### src/rtl/q2e_pkg.sv
// Shared constants, widths and the CORDIC angle table for the quaternion to Euler block.
package q2e_pkg;

    localparam int CORDIC_STEPS_DEF = 16;
    localparam int ANGLE_FRAC_DEF   = 7;
    localparam int ACC_FRAC         = 20;
    localparam int ARGW             = 34;
    localparam int XW               = 44;
    localparam int AW               = 32;
    localparam int PRE_SH           = 8;
    localparam int SQ_STEPS         = 31;
    localparam int SQ_QW            = 32;
    localparam int SQ_RW            = SQ_QW + 3;
    localparam int SQ_NW            = 2 * SQ_STEPS;

    localparam logic signed [AW-1:0] DEG180 = 32'sd188743680;

    function automatic logic signed [AW-1:0] atan_deg(input int i);
        case (i)
            0:  return 32'sd47185920;
            1:  return 32'sd27855475;
            2:  return 32'sd14718068;
            3:  return 32'sd7471121;
            4:  return 32'sd3750058;
            5:  return 32'sd1876857;
            6:  return 32'sd938658;
            7:  return 32'sd469357;
            8:  return 32'sd234682;
            9:  return 32'sd117342;
            10: return 32'sd58671;
            11: return 32'sd29335;
            12: return 32'sd14668;
            13: return 32'sd7334;
            14: return 32'sd3667;
            15: return 32'sd1833;
            16: return 32'sd917;
            17: return 32'sd458;
            18: return 32'sd229;
            19: return 32'sd115;
            20: return 32'sd57;
            21: return 32'sd29;
            22: return 32'sd14;
            23: return 32'sd7;
            default: return '0;
        endcase
    endfunction

endpackage

### src/rtl/q2e_sqrt_cell.sv
// One digit step of the pipelined integer square root.
module q2e_sqrt_cell
    import q2e_pkg::*;
(
    input  logic               i_clk,
    input  logic               i_ce,
    input  logic [SQ_RW-1:0]   i_rem,
    input  logic [SQ_QW-1:0]   i_root,
    input  logic [SQ_NW-1:0]   i_rad,
    output logic [SQ_RW-1:0]   o_rem,
    output logic [SQ_QW-1:0]   o_root,
    output logic [SQ_NW-1:0]   o_rad
);

    logic [SQ_RW-1:0] r_rem, n_rem;
    logic [SQ_QW-1:0] r_root, n_root;
    logic [SQ_NW-1:0] r_rad, n_rad;
    logic [SQ_RW-1:0] w_sh, w_trial;

    always_comb begin
        w_sh    = {i_rem[SQ_RW-3:0], i_rad[SQ_NW-1 -: 2]};
        w_trial = {1'b0, i_root, 2'b01};
        n_rad   = {i_rad[SQ_NW-3:0], 2'b00};
        if (w_sh >= w_trial) begin
            n_rem  = w_sh - w_trial;
            n_root = {i_root[SQ_QW-2:0], 1'b1};
        end else begin
            n_rem  = w_sh;
            n_root = {i_root[SQ_QW-2:0], 1'b0};
        end
    end

    always_ff @(posedge i_clk) begin
        if (i_ce) begin
            r_rem  <= n_rem;
            r_root <= n_root;
            r_rad  <= n_rad;
        end
    end

    assign o_rem  = r_rem;
    assign o_root = r_root;
    assign o_rad  = r_rad;

endmodule

### config.mk
export PLATFORM = sky130hd
export DESIGN_NAME = q2e_sqrt_cell
export DESIGN_NICKNAME = d
export VERILOG_FILES = /design/src/rtl/q2e_pkg.sv /design/src/rtl/q2e_sqrt_cell.sv
export SDC_FILE = /design/constraint.sdc
export NUM_CORES = 1
export LEC_CHECK = 0
export BUFFER_PORTS_ARGS = -buffer_cell sky130_fd_sc_hd__buf_2
export CAP_MARGIN = 10
export CORE_MARGIN = 2
export CORE_UTILIZATION = 40
export DETAILED_ROUTE_END_ITERATION = 7
export PLACE_DENSITY = 0.8
export SYNTH_ARGS = -nofsm -noshare
export SYNTH_HDL_FRONTEND = slang
export SYNTH_SLANG_ARGS = --single-unit
### constraint.sdc
create_clock -name i_clk -period 2.22 [get_ports i_clk]
set_input_delay 0.111 -clock i_clk [delete_from_list [all_inputs] [get_ports i_clk]]
set_output_delay 0.111 -clock i_clk [all_outputs]
set_load 0.03 [all_outputs]
==> flow_metrics.env <==
export IMPL_fmax_ghz=0.466
export IMPL_hold_class="input pin to register"
export IMPL_ir_drop_v=0.000539
export IMPL_fin_area_mm2=0.0102
export IMPL_dp_hpwl_um=13300
export IMPL_startpoint_type="input pin"
export IMPL_power_switching_mw=2.43
export IMPL_yosysTopAreaCell="edfxtp_1"
export IMPL_drc_errors=0
export IMPL_place_inst=1046
export IMPL_grt_overflow=0
export IMPL_routed_wl_um=20100
export IMPL_synth_edf_count=127
export IMPL_placed_area_mm2=0.00861
export IMPL_swShare=0.301
export IMPL_antenna_found_initial=0
export IMPL_nets=1116
export IMPL_routedWlPerCell_um=17.1
export IMPL_async_flop_share=0
export IMPL_drive_gt1_frac=0.438
export IMPL_yosysTopAreaCellShare=0.609
export IMPL_setup_viol=0
export IMPL_cp_max_fo=6
export IMPL_yosysSeqAreaShare=0.609
export IMPL_grt_pass1_vias=5775
export IMPL_synth_area_mm2=0.00627
export IMPL_htreeDepth=4
export IMPL_cts_root_buf="clkbuf_16"
export IMPL_grt_max_degree=49
export IMPL_detail_route_antenna_nets=0
export IMPL_yosysWarningCount=0
export IMPL_clkTransAtPathRegs_ns=0.06
export IMPL_post_route_util=0.671
export IMPL_syn_inst=497
export IMPL_synthXorXnorAreaFrac=0.0433
export IMPL_synth_top_family_by_area="compound AO/OA/AOI/OAI gates"
export IMPL_arrival_ns=2.31
export IMPL_rows=45
export IMPL_chipHeight_um=129
export IMPL_finalWeightedCongestion=0.927
export IMPL_tns_ns=0
export IMPL_synth_compound_area_frac=0.129
export IMPL_num_antenna_cells=0
export IMPL_synthToLayoutAreaGrowth_pct=63.3
export IMPL_drv_cap=0
export IMPL_pwr_share_seq=0.373
export IMPL_clock_path_buffers=2
export IMPL_via_count=5695
export IMPL_io_pins=260
export IMPL_power_density_mw_per_mm2=786
export IMPL_synth_ff_type="edfxtp_1"
export IMPL_min_period_ns=2.14
export IMPL_synth_area_mux_share=0.0252
export IMPL_cts_tree="yes"
export IMPL_start_util=0.411
export IMPL_critPathKind="input pin to register"
export IMPL_hold_ws_ns=0.0161
export IMPL_worst_setup_path_end_kind="register"
export IMPL_ys_types=60
export IMPL_clock_sinks=127
export IMPL_synthAdderAreaFrac=0.0679
export IMPL_drv_slew=0
export IMPL_intPower_mw=5.62
export IMPL_via_per_inst=4.85
export IMPL_n_fill_cell=1107
export IMPL_io_buffers=255
export IMPL_combPwrFrac=0.266
export IMPL_initialDrtViolationCount=298
export IMPL_fin_crit_sh=0.966
export IMPL_dieArea_mm2=0.0167
export IMPL_grt_pass1_wl_um=29700
export IMPL_core_area_mm2=0.0153
export IMPL_power_share_clock=0.361
export IMPL_instances_no_fill=1175
export IMPL_postSynthAreaPerCell_um2=12.6
export IMPL_grt_setup_unrepaired="no"
export IMPL_synth_seq_cells=127
export IMPL_hold_viol=0
export IMPL_die_w_um=129
export IMPL_status="completed"
export IMPL_crit_required_ns=2.39
export IMPL_cts_made_buffers=17
export IMPL_firstDrtPassIters=5
export IMPL_ys_top_cells_by_area="edfxtp_1 (61%), ha_1 (6.8%), a21oi_1 (3.7%)"
export IMPL_yosys_area_share_simple=0.0837
export IMPL_grtUsageTotal=0.234
export IMPL_p_leak_nw=4.56
## kinds of logic after synthesis
logic type                 count (synthesis)
adders and majority gates                 34
and+or+nand+nor                          110
buffers and inverters                     59
xor gates and xnor gates                  31
other                                      1
DFF                                      127
muxes                                     14
AOI/OAI and AO/OA                        121
## cells in the mapped netlist (2+ instances only)
| master | n |
|---|---|
| nor4_1 | 3 |
| nand4_1 | 9 |
| o31a_1 | 3 |
| nor2_1 | 45 |
| nand2_1 | 20 |
| inv_1 | 46 |
| a21oi_2 | 4 |
| a21o_1 | 8 |
| a31oi_1 | 3 |
| mux2_1 | 4 |
| a21oi_1 | 46 |
| o21a_1 | 3 |
| mux2_2 | 6 |
| mux2i_1 | 3 |
| nand3_1 | 2 |
| o21bai_1 | 3 |
| o21ai_0 | 20 |
| buf_2 | 4 |
| edfxtp_1 | 127 |
| buf_4 | 5 |
| nor3_1 | 10 |
| a311oi_1 | 3 |
| ha_1 | 34 |
| buf_6 | 2 |
| or2_2 | 2 |
| and4_1 | 2 |
| and3_1 | 5 |
| xnor2_1 | 21 |
| o21ai_2 | 2 |
| o211ai_1 | 5 |
| nor2b_1 | 4 |
| a211oi_1 | 3 |
| xor2_1 | 10 |
| or3_1 | 4 |
## worst max-delay path: stages
cell	delay, ns
buf_2	0.09
inv_1	0.04
ha_1	0.29
nand4_1	0.18
nand2b_1	0.21
or3_1	0.32
a211oi_2	0.22
o31ai_2	0.12
o21ai_4	0.19
buf_4	0.20
mux2_2	0.34
## final timing paths
check  startpoint         to  slack (ns)  cells after the start
max    i_root[21]  o_rem[22]        0.08                     11
min      i_rem[6]   o_rem[8]        0.02                      2
## sequential cells by signal (all words and copies together), names as in the netlist
register	cells
o_rem	35
o_rad	60
o_root	32
## metrics by stage
stage               setup slack [ns]  power, mW
floorplan                    -0.0178       4.23
global placement              -0.341       4.97
detailed placement            -0.371       4.99
CTS                           0.0205       8.01
global route                0.000147       8.36
finish                        0.0762       8.04
## power by group through the flow
stage	combinational (mW)	clock, mW	sequential, mW
global placement	1.94	0	3.03
CTS	2.10	2.92	2.99
detailed placement	1.95	0	3.04
finish	2.14	2.90	3.00
global route	2.30	3.04	3.02
floorplan	0.681	0	3.55
## area by class of cell
type	instances	area [um^2]	share of cell area
clock buffers	18	429	0.0419
clock inverters	14	181	0.0177
well taps	211	264	0.0258
repair buffers	447	3030	0.296
multi-input cells	312	2350	0.229
flip-flops and latches	127	3810	0.373
inverters	46	173	0.0169
## per-layer routing
metal  global-route usage  routed length (um)  vias to the layer above
met5                    0                   0                        -
met4                0.122                 812                        0
met3               0.0628                1320                       54
met2                0.409               10000                      229
met1                0.262                7930                     2641
li1                     -                   -                     2771
## layout by cell type (no fill, tap or decap), types with 5 or more instances in the layout
cell type      instances
and3_1                 5
ha_1                  25
ha_4                   8
o21ai_0               18
mux2_2                 5
nand4_1                9
buf_4                 93
o211ai_1               5
buf_2                254
nor2_1                45
inv_1                 45
a21o_1                 8
a21oi_1               44
dlygate4sd3_1         94
xnor2_1               21
a21oi_2                6
nor3_1                 9
clkbuf_16             18
edfxtp_1             127
xor2_1                10
nand2_1               20
## repair_timing
action / in CTS / in global routing
resized for setup: 0 / 9
buffers inserted: 0 / 2
hold endpoints to repair: 94 / 0
hold buffers: 94 / 0
setup endpoints to repair: 0 / 35
Note: power is estimated with default switching activity, not from simulation.
